### config.mk
export PLATFORM = sky130hd
export DESIGN_NAME = tdsm_ctrl
export DESIGN_NICKNAME = d
export VERILOG_FILES = /design/src/rtl/tdsm_pkg.sv /design/src/rtl/tdsm_ctrl.sv
export SDC_FILE = /design/constraint.sdc
export NUM_CORES = 1
export LEC_CHECK = 0
export BUFFER_PORTS_ARGS = -buffer_cell sky130_fd_sc_hd__buf_2
export CORE_AREA = 5 5 42 44
export DETAILED_ROUTE_END_ITERATION = 6
export DIE_AREA = 0 0 47 49
export PLACE_DENSITY = 0.52
export REMOVE_ABC_BUFFERS = 1
export SKIP_CTS_REPAIR_TIMING = 1
export SYNTH_ARGS = -nofsm -noshare
export SYNTH_HDL_FRONTEND = slang
export SYNTH_SLANG_ARGS = --single-unit
### constraint.sdc
create_clock -name clk -period 2.06 [get_ports clk]
set_clock_uncertainty 0.2 [all_clocks]
set_input_delay 0.103 -clock clk [delete_from_list [all_inputs] [get_ports clk]]
set_output_delay 0.103 -clock clk [all_outputs]
set_load 0.005 [all_outputs]
### src/rtl/tdsm_pkg.sv
// package: widths, codes, state and command types for the tds meter
`timescale 1ns / 1ps
package tdsm_pkg;

  localparam int SAMPLE_COUNT_DEF = 32;

  localparam int ADC_W  = 12;
  localparam int TEMP_W = 12;
  localparam int PPM_W  = 16;
  localparam int NUM_W  = 41;
  localparam int DEN_W  = 22;
  localparam int BIT_W  = 4;

  localparam int CFG_IDX_W  = 2;
  localparam int CFG_DATA_W = 32;

  localparam logic [CFG_IDX_W-1:0] REG_SAMPLE_INTERVAL  = 2'd0;
  localparam logic [CFG_IDX_W-1:0] REG_PUBLISH_INTERVAL = 2'd1;
  localparam logic [CFG_IDX_W-1:0] REG_VREF_MV          = 2'd2;
  localparam logic [CFG_IDX_W-1:0] REG_FULL_SCALE       = 2'd3;

  localparam logic [15:0] SAMPLE_INTERVAL_RST  = 16'd40;
  localparam logic [31:0] PUBLISH_INTERVAL_RST = 32'd1000;
  localparam logic [12:0] VREF_MV_RST          = 13'd3300;
  localparam logic [11:0] FULL_SCALE_RST       = 12'd4095;

  localparam logic signed [TEMP_W-1:0] TEMP_DEFAULT = 12'sd480;
  localparam logic [17:0] V_MAX       = 18'h3FFFF;
  localparam logic [19:0] CV_MAX      = 20'd524288;
  localparam logic [25:0] PPM_SAT_LIM = 26'd1638400;
  localparam logic [21:0] PPM_RECIP   = 22'd2684355;
  localparam logic [15:0] PPM_MAX     = 16'hFFFF;

  typedef enum logic [4:0] {
    ST_IDLE, ST_SEL_INIT, ST_SEL_RUN, ST_VOLT_MUL, ST_VOLT_DIV, ST_VOLT_WAIT,
    ST_COMP_MUL, ST_COMP_DIV, ST_COMP_WAIT, ST_SQUARE, ST_CUBE, ST_TERMS,
    ST_POLY, ST_FINISH, ST_PUBLISH
  } state_t;

  typedef enum logic [3:0] {
    OP_NONE, OP_TICK, OP_SEL_INIT, OP_SEL_RUN, OP_VOLT_MUL, OP_DIV_START,
    OP_COMP_MUL, OP_SQUARE, OP_CUBE, OP_TERMS, OP_POLY, OP_FINISH, OP_OUT_LOAD
  } op_t;

  typedef struct packed {
    op_t op;
  } cmd_t;

  typedef struct packed {
    logic publish;
    logic sel_done;
    logic div_busy;
    logic out_busy;
  } status_t;

endpackage

### src/rtl/tdsm_ctrl.sv
// sequencer for tick handling, median sweep and the conversion steps
`timescale 1ns / 1ps
module tdsm_ctrl (
  input  logic              clk,
  input  logic              rst_n,
  input  logic              in_valid,
  output logic              in_ready,
  input  tdsm_pkg::status_t status,
  output tdsm_pkg::cmd_t    cmd
);
  import tdsm_pkg::*;

  state_t state_r, state_nxt;

  always_ff @(posedge clk) begin
    if (!rst_n) begin
      state_r <= ST_IDLE;
    end else begin
      state_r <= state_nxt;
    end
  end

  always_comb begin
    state_nxt = state_r;
    unique case (state_r)
      ST_IDLE:      if (in_valid && status.publish) state_nxt = ST_SEL_INIT;
      ST_SEL_INIT:  state_nxt = ST_SEL_RUN;
      ST_SEL_RUN:   if (status.sel_done) state_nxt = ST_VOLT_MUL;
      ST_VOLT_MUL:  state_nxt = ST_VOLT_DIV;
      ST_VOLT_DIV:  state_nxt = ST_VOLT_WAIT;
      ST_VOLT_WAIT: if (!status.div_busy) state_nxt = ST_COMP_MUL;
      ST_COMP_MUL:  state_nxt = ST_COMP_DIV;
      ST_COMP_DIV:  state_nxt = ST_COMP_WAIT;
      ST_COMP_WAIT: if (!status.div_busy) state_nxt = ST_SQUARE;
      ST_SQUARE:    state_nxt = ST_CUBE;
      ST_CUBE:      state_nxt = ST_TERMS;
      ST_TERMS:     state_nxt = ST_POLY;
      ST_POLY:      state_nxt = ST_FINISH;
      ST_FINISH:    state_nxt = ST_PUBLISH;
      ST_PUBLISH:   if (!status.out_busy) state_nxt = ST_IDLE;
      default:      state_nxt = ST_IDLE;
    endcase
  end

  always_comb begin
    in_ready = 1'b0;
    cmd.op   = OP_NONE;
    unique case (state_r)
      ST_IDLE: begin
        in_ready = 1'b1;
        if (in_valid) cmd.op = OP_TICK;
      end
      ST_SEL_INIT: cmd.op = OP_SEL_INIT;
      ST_SEL_RUN:  cmd.op = OP_SEL_RUN;
      ST_VOLT_MUL: cmd.op = OP_VOLT_MUL;
      ST_VOLT_DIV, ST_COMP_DIV: cmd.op = OP_DIV_START;
      ST_COMP_MUL: cmd.op = OP_COMP_MUL;
      ST_SQUARE:   cmd.op = OP_SQUARE;
      ST_CUBE:     cmd.op = OP_CUBE;
      ST_TERMS:    cmd.op = OP_TERMS;
      ST_POLY:     cmd.op = OP_POLY;
      ST_FINISH:   cmd.op = OP_FINISH;
      ST_PUBLISH:  if (!status.out_busy) cmd.op = OP_OUT_LOAD;
      default:     cmd.op = OP_NONE;
    endcase
  end
endmodule

# Yosys cells after proc, flatten, opt, wreduce, memory -nomap -nowiden
# Cells that the tools add are included.
[classes]
n_eq_ne = 19
muxes = 10
n_reduce_logical = 4
[op_table]
columns = ["cell", "count"]
rows = [
  ["$pmux 5 s15", 1],
  ["$pmux 4 s12", 1],
  ["$eq 5x4->1 const B", 7],
  ["$mux 5", 5],
  ["$eq 5x3->1 const B", 4],
  ["$eq 5x2->1 const B", 2],
  ["$ne 2x2->1 const B", 5],
  ["$eq 5x1->1 const B", 1],
  ["$logic_not 5->1", 1],
  ["$reduce_and 5->1", 1],
  ["$mux 4", 1],
  ["$mux 1", 2],
  ["$reduce_or 2->1", 1],
  ["$logic_and 1x1->1", 1],
]
[word_totals]
ff_bits = 5
input_bits = 7
out_inout_bits = 5
elab_cells = 34

# Depth between registers and ports, before layout
# Gate-level depths: netlist of the first run.
[depth]
depth_word = 3
depth_mapped = 5
depth_no_buf = 4

# Least setup slack after synthesis of the first run
# Ideal clock, no wire load.
[synth_timing]
path_kind = "reg-to-reg"
startpoint = "register state_r[2]"
endpoint = "register state_r[0]"
setup_ns = 0.066
t_arrival_ns = 1.170
required_ns = 1.794
path_slack_ns = 0.624
path_stages_with_launch = 6
path_buffers = 1
synth_period_minus_slack_ns = 1.436
path_cell_list = "dfxtp_1 buf_6 and3b_1 o211a_1 a211o_1 a21boi_2"
[synth_between]
elab_chain_cells = 3
elab_cells_between_ends = 22
classes_between = "eq/ne (19); mux (1); reduce/logical (2)"
[synth_lines]
columns = ["element", "line_no", "source"]
rows = [
  ["from (decl)", "tdsm_ctrl.sv:13", "state_t state_r, state_nxt;"],
  ["from (signal assigned)", "tdsm_ctrl.sv:19", "state_r <= state_nxt;"],
  ["$eq 5x2->1 (tied with other cells)", "tdsm_ctrl.sv:25", "unique case (state_r)"],
  ["$ne 2x2->1 (no line)", "--", ""],
  ["$reduce_and 5->1 (no line)", "--", ""],
]
# Parallel ways exist; a longest one is shown, timed or not.
# A chain may end at the register's enable or synchronous reset.

==> flow_summary.json, run 1 <==
{
  "status": "complete, no violations",
  "htreeDepth": 1,
  "first_iter_violations": 5,
  "hp-class": "in2reg",
  "antenna_found_initial": 0,
  "grt_max_degree": 18,
  "die_w_um": 47,
  "synthCells": 49,
  "die_h_um": 49,
  "synth_simple_gate_area_share_pct": 27.4,
  "clk_path_buf_depth": 2,
  "power_leakage_nw": 0.210,
  "drive_gt1_share_pct": 27.1,
  "fin_crit_ns": 1.82,
  "clock_latency_ns": 0.23,
  "routabilityCongestion": 0.682,
  "max_freq_mhz": 549,
  "largest_reg_flops": 4,
  "rr_worst_depth": 4,
  "hold_path_depth": 4,
  "netlist.area_leader.share_pct": 21.4,
  "ant_nets": 0,
  "drv_slew": 0,
  "port_buffers": 11,
  "rsz0062_at_grt": "no",
  "grt_overflow": 0,
  "async_flop_share_pct": 0,
  "routedWlPerCell_um": 11.2,
  "synth_top_area_cell": "dfxtp_1",
  "cts-root-buf": "clkbuf_4",
  "total_power_mw": 0.286,
  "cap_violations": 0,
  "placed_area_sq_um": 422,
  "cp-start-kind": "flip-flop",
  "synthAdderAreaFrac_pct": 0,
  "synth_area_leaders": "dfxtp_1 21%, nor2b_1 6.7%, nor3b_1 6.0%",
  "grt_pass1_vias": 300,
  "boundaryPins": 12,
  "max_slew_margin_pct": 70.2,
  "grtUsageTotal_pct": 7.89,
  "drt_wl_total_um": 841,
  "mappedNetlistArea_sq_um": 374,
  "synth_xor_area_share_pct": 0,
  "cts_tree": "yes",
  "fin_cells": 75,
  "synth_edf_count": 0,
  "slowest_delay_ns": 0.59,
  "synth_seq_cells": 4,
  "fin_crit_sh_pct": 88.4,
  "fin_area_sq_um": 455,
  "core_area_sq_um": 1400,
  "power_density_nw_per_um2": 629,
  "synthDistinctLibCells": 28,
  "diodes": 0,
  "muxShareOfSynthArea_pct": 0,
  "tightestPinTransition_ns": 0.446,
  "regMostFlops": "state_r",
  "via_per_inst": 4.97,
  "avgSynthCellArea_sq_um": 7.63,
  "reg_top3": "state_r: 4 flops",
  "synth_commonest_cells": "4 x dfxtp_1, 4 x nand2_1, 4 x nor2b_1",
  "required_ns": 1.76,
  "placedCellCount": 71,
  "synth_top_family_by_area": "compound AO/OA/AOI/OAI gates",
  "drcViolationCount": 0,
  "rows": 14,
  "fin_util_pct": 32.5,
  "timing.final.hold_violations": 0,
  "worstPathMaxFanout": 15,
  "arrival_ns": 1.52,
  "crit_type": "reg2out",
  "syn2layout_area_growth_pct": 21.7,
  "dieArea_sq_um": 2300,
  "clock-sinks": 4,
  "yosysSeqAreaShare_pct": 21.4,
  "worst_setup_path_end_kind": "output pin",
  "yosysWarnings": 0,
  "cts.clk_slew.worst_paths_ns": 0.04,
  "crit_chain": "inv_1 > a211o_1 > a21oi_1 > buf_2",
  "vias": 373,
  "nets": 68,
  "first_pass_iters": 4,
  "synth_compound_area_share_pct": 41.8,
  "grt_pass1_wl_um": 1300,
  "setup_viol": 0,
  "synthFlopType": "dfxtp_1",
  "start_util_pct": 26.7,
  "worst_path_max_delay_cell": "dfxtp_1",
  "cts_buffers": 3,
  "setup_tns_ns": 0,
  "vdd_drop_max_mv": 0.283
}
-- cell usage in the layout, fill, tap and decap left out, drive strengths merged, types with 2 or more instances in the layout --
cell type  instances
nand2              4
o211a              2
a211oi             2
dfxtp              4
inv                2
a211o              2
nor3b              3
o21bai             2
buf               11
a21oi              2
nor2b              4
nor2               2
o21ai              2
clkbuf             3
-- cells by family (layout without fill, tap and decap cells) --
kind of cell / after synthesis / count (layout)
DFF: 4 / 4
and+or+nand+nor: 18 / 18
buffers and inverters: 7 / 17
AOI/OAI and AO/OA: 20 / 20
-- worst paths after layout --
| path | from | end | slack, ns |
|---|---|---|---|
| worst max-delay path | state_r[1] | cmd[0] | 0.24 |
| worst min-delay path | status[3] | state_r[0] | 0.06 |
| worst max register to register | state_r[3] | state_r[0] | 0.39 |
| worst min register to register | state_r[0] | state_r[0] | 0.47 |
-- through the flow --
stage,hold slack [ns],setup slack (ns)
floorplan,0.0208,0.527
global placement,0.147,0.383
detailed placement,0.163,0.369
CTS,-0.0856,0.113
global route,0.0621,0.0534
finish,0.0591,0.238
-- critical path, delay by kind of cell, from the launching register on --
family	cells	cell delay [ns]
compound gates	2	0.42
flops	1	0.59
buf+inv	2	0.28
-- power by group --
group	switching, mW	internal [mW]	leakage (nW)	total, mW
Combinational	0.0358	0.0478	0.163	0.0835
Clock	0.0303	0.0651	0.0138	0.0954
Sequential	0.0230	0.0845	0.0331	0.108
Total	0.0891	0.197	0.210	0.286
-- routing by layer --
layer / wire length, um / global-route usage [%] / vias up
met5: 0 / 0 / -
met4: 0 / 6.91 / 0
met3: 48 / 2.21 / 0
met2: 380 / 8.82 / 6
met1: 412 / 11.5 / 162
li1: - / - / 205
-- layout make-up --
cell class	instances	area, sq um
Timing Repair Buffer	12	65.1
Clock buffer	3	22.5
Inverter	2	7.51
Tap cell	16	20.0
Sequential cell	4	81.3
Multi-Input combinational cell	38	259
Fill cell	163	946
(Power assumes the default switching activity.)
==> run 2, diff against run 1 <==
Settings changed: PLACE_DENSITY 0.52 to default.
==> flow_summary.json, run 2 (same netlist as run 1, synthesis figures left out) <==
{
  "worstPathBufferInverterCount": 2,
  "via_per_inst": 5.25,
  "cellInternalPower_mw": 0.197,
  "htreeDepth": 1,
  "die_h_um": 49,
  "clk_path_buf_depth": 2,
  "die_w_um": 47,
  "timing.final.hold_violations": 0,
  "drt_wl_total_um": 809,
  "placed_area_sq_um": 422,
  "rsz0062_at_grt": "no",
  "drive_gt1_share_pct": 27.1,
  "slowest_delay_ns": 0.58,
  "antenna_found_initial": 0,
  "grt_max_degree": 18,
  "place_hpwl_um": 620,
  "tightestPinTransition_ns": 0.434,
  "fin_crit_sh_pct": 87.7,
  "crit_chain": "inv_1 > a211o_1 > a21oi_1 > buf_2",
  "setup_tns_ns": 0,
  "clock-sinks": 4,
  "clockPowerShare_pct": 33.7,
  "cts-root-buf": "clkbuf_4",
  "worst_setup_path_end_kind": "output pin",
  "nets": 68,
  "power_density_nw_per_um2": 630,
  "crit_type": "reg2out",
  "reg_top3": "state_r: 4 flops",
  "first_iter_violations": 4,
  "power_leakage_nw": 0.210,
  "power.switching_mw": 0.0895,
  "grt_overflow": 0,
  "worst_path_max_delay_cell": "dfxtp_1",
  "max_slew_margin_pct": 71.0,
  "path_delay_family": "flip-flops",
  "routedWlPerCell_um": 10.8,
  "cts_buffers": 3,
  "grt_pass1_wl_um": 1350,
  "setup_viol": 0,
  "grt_pass1_vias": 338,
  "largest_reg_flops": 4,
  "routabilityCongestion": 0.708,
  "max_freq_mhz": 553,
  "final_cell_mix": "11 x buf_2, 4 x nand2_1, 4 x nor2b_1",
  "hp-class": "in2reg",
  "start_util_pct": 26.7,
  "fin_crit_ns": 1.81,
  "boundaryPins": 12,
  "power_frac_comb_pct": 29.1,
  "vdd_drop_max_mv": 0.278,
  "arrival_ns": 1.50,
  "cts_tree": "yes",
  "first_pass_iters": 3,
  "vias": 394,
  "status": "complete, no violations",
  "diodes": 0,
  "swShare_pct": 31.2,
  "rows": 14,
  "port_buffers": 11,
  "p_seq_share_pct": 37.2,
  "worstPathMaxFanout": 15,
  "syn2layout_area_growth_pct": 21.7,
  "fin_util_pct": 32.5,
  "dieArea_sq_um": 2300,
  "cap_violations": 0,
  "grtUsageTotal_pct": 7.96,
  "regMostFlops": "state_r",
  "drv_slew": 0,
  "drcViolationCount": 0,
  "core_area_sq_um": 1400,
  "cp-start-kind": "flip-flop",
  "cts.clk_slew.worst_paths_ns": 0.04,
  "required_ns": 1.76,
  "ant_nets": 0,
  "layout_commonest_cell": "buf_2",
  "fin_area_sq_um": 455,
  "clock_latency_ns": 0.23
}
[run 2: final cells by class]
type / instances / area [sq um]
well taps: 16 / 20.0
multi-input cells: 38 / 259
inverters: 2 / 7.51
clock buffers: 3 / 22.5
repair buffers: 12 / 65.1
fillers: 166 / 946
flip-flops and latches: 4 / 81.3
[run 2: routing by layer]
metal  GRT usage (%)  share of wire, %  vias to the layer above
met5               0                 0                        -
met4            5.53               2.0                        0
met3            1.11               6.1                        2
met2            11.8                51                        9
met1            10.1                40                      178
li1                -                 -                      205
[run 2: final timing paths]
check / start / end / slack, ns / cells after the start
worst max-delay path: state_r[1] / cmd[0] / 0.25 / 4
worst min-delay path: status[3] / state_r[0] / 0.06 / 4
worst max register to register: state_r[3] / state_r[0] / 0.40 / 4
worst min register to register: state_r[0] / state_r[0] / 0.45 / 2
[run 2: tightest hold or removal path, delay by kind of cell]
| family | cells | cell delay, ns |
|---|---|---|
| AOI/OAI and AO/OA | 2 | 0.17 |
| buffers and inverters | 1 | 0.10 |
| and+or+nand+nor | 1 | 0.07 |
[run 2: power by group through the flow]
stage               Combinational (mW)  Sequential, mW  Clock, mW
global route                    0.0950           0.110      0.105
finish                          0.0836           0.107     0.0967
floorplan                       0.0550           0.103          0
CTS                             0.0841           0.106      0.103
global placement                0.0841           0.108          0
detailed placement              0.0841           0.108          0
[run 2: stage by stage]
step                      setup slack [ns]  hold slack (ns)  std cells  total power [mW]
final                                0.253           0.0594         75             0.287
after global routing                 0.101           0.0756         75             0.310
after CTS                            0.122          -0.0975         74             0.293
after detailed placement             0.375            0.149         71             0.192
after global placement               0.406            0.143         71             0.192
after floorplan                      0.527           0.0208         44             0.158
==> run 3, diff against run 2 <==
--- a/config.mk
+++ b/config.mk
@@ -11,2 +11,3 @@
 export DIE_AREA = 0 0 47 49
+export RECOVER_POWER = 25
 export REMOVE_ABC_BUFFERS = 1
==> constraint.sdc (replaced) <==
create_clock -name clk -period 2.06 [get_ports clk]
set_clock_uncertainty 0.2 [all_clocks]
set_input_delay 0.618 -clock clk [delete_from_list [all_inputs] [get_ports clk]]
set_output_delay 0.618 -clock clk [all_outputs]
set_load 0.005 [all_outputs]
==> flow_summary.json, run 3 (same netlist as run 1, synthesis figures left out) <==
{
  "boundaryPins": 12,
  "syn2layout_area_growth_pct": 51.5,
  "drcViolationCount": 0,
  "largest_reg_flops": 4,
  "fin_area_sq_um": 567,
  "clock_latency_ns": 0.23,
  "fin_crit_sh_pct": 102,
  "start_util_pct": 26.7,
  "worstPathBufferInverterCount": 2,
  "max_slew_margin_pct": 84.4,
  "htreeDepth": 1,
  "crit_start": "in_valid",
  "timing.final.hold_violations": 0,
  "violations": "negative setup slack",
  "routedWlPerCell_um": 10.7,
  "power_density_nw_per_um2": 576,
  "placed_area_sq_um": 467,
  "cp-start-kind": "primary input",
  "drive_gt1_share_pct": 47.8,
  "drt_wl_total_um": 910,
  "arrival_ns": 1.28,
  "drv_slew": 0,
  "worst_path_max_delay_cell": "a211o_1",
  "power_leakage_nw": 0.270,
  "cts_tree": "yes",
  "layout_commonest_cell": "buf_4",
  "max_freq_mhz": 476,
  "total_power_mw": 0.327,
  "grt_overflow": 0,
  "diodes": 0,
  "cts.clk_slew.worst_paths_ns": 0.03,
  "status": "finished with violations",
  "reg_top3": "state_r: 4 flops",
  "first_iter_violations": 0,
  "cts-root-buf": "clkbuf_4",
  "grtUsageTotal_pct": 8.03,
  "required_ns": 1.24,
  "worstPathMaxFanout": 2,
  "grt_max_degree": 14,
  "fin_crit_ns": 2.10,
  "grt_pass1_wl_um": 1390,
  "port_buffers": 11,
  "setup_ws_ns": -0.0422,
  "core_area_sq_um": 1400,
  "rsz0062_at_grt": "yes",
  "cts_buffers": 3,
  "die_w_um": 47,
  "clock-sinks": 4,
  "hold_ws_ns": 0.431,
  "first_pass_iters": 1,
  "worstHoldStart": "rst_n",
  "worst_setup_path_end_kind": "output pin",
  "hp-class": "in2reg",
  "regMostFlops": "state_r",
  "cap_violations": 0,
  "place_worst_setup_slack_ns": -0.0856,
  "vdd_drop_max_mv": 0.248,
  "dieArea_sq_um": 2300,
  "die_h_um": 49,
  "setup_viol": 1,
  "antenna_found_initial": 0,
  "place_hpwl_um": 643,
  "rows": 14,
  "crit_chain": "buf_6 > o21bai_1 > a211o_1 > a21oi_2 > buf_2",
  "clk_path_buf_depth": 2,
  "nets": 78,
  "tightestPinTransition_ns": 0.233,
  "ant_nets": 0,
  "slowest_delay_ns": 0.31,
  "routabilityCongestion": 0.643,
  "grt_pass1_vias": 355,
  "path_delay_family": "compound AO/OA/AOI/OAI gates",
  "setup_tns_ns": -0.0422,
  "final_cell_mix": "10 x buf_4, 9 x buf_2, 4 x nand2_1, 4 x nor2b_1, 3 x clkbuf_4",
  "r2r-start": "state_r[2]",
  "crit_type": "in2out",
  "vias": 421,
  "via_per_inst": 4.95,
  "fillers": 154
}
[run 3: changes by cell type in the layout (fill, tap and decap cells not counted), sizes merged]
cell,previous run,this run
clkbuf,3,4
dlygate4sd3,1,0
buf,11,21
[run 3: through the flow]
stage / instances / util [%]
finish: 85 / 40.4
detailed placement: 77 / 33.3
CTS: 80 / 34.9
floorplan: 44 / -
global route: 85 / 40.4
global placement: 77 / 33.3
[run 3: where the power goes]
part           switching, mW  total [mW]  leakage (nW)  internal [mW]
combinational         0.0630       0.142         0.221         0.0785
sequential           0.00691      0.0915        0.0346         0.0846
clock                 0.0287      0.0937        0.0138         0.0649
[run 3: per-layer routing]
layer  part of all wire (%)  up-vias  global-route usage [%]
met5                      0        -                       0
met4                      0        0                    5.53
met3                    4.2        0                    1.11
met2                     53        5                    12.4
met1                     43      192                    9.69
li1                       -      224                       -
[run 3: worst register-to-register path: stages (launching register included)]
cell	delay, ns
dfxtp_4	0.35
buf_4	0.14
and3b_1	0.17
o211a_1	0.24
a211o_1	0.28
a21boi_2	0.11
[run 3: area by class of cell]
cell class	instances	area, sq um	area share, %
Multi-Input combinational cell	38	282	49.7
Timing Repair Buffer	22	146	25.8
Inverter	2	7.51	1.32
Tap cell	16	20.0	3.53
Clock buffer	3	22.5	3.97
Sequential cell	4	88.8	15.7
[run 3: path summary, 6_finish.rpt]
check                           cells past startpoint    endpoint  slack (ns)
worst max-delay path                                5      cmd[0]       -0.04
worst max register to register                      5  state_r[0]        0.51
worst min register to register                      3  state_r[0]        0.45
worst min-delay path                                2  state_r[1]        0.43
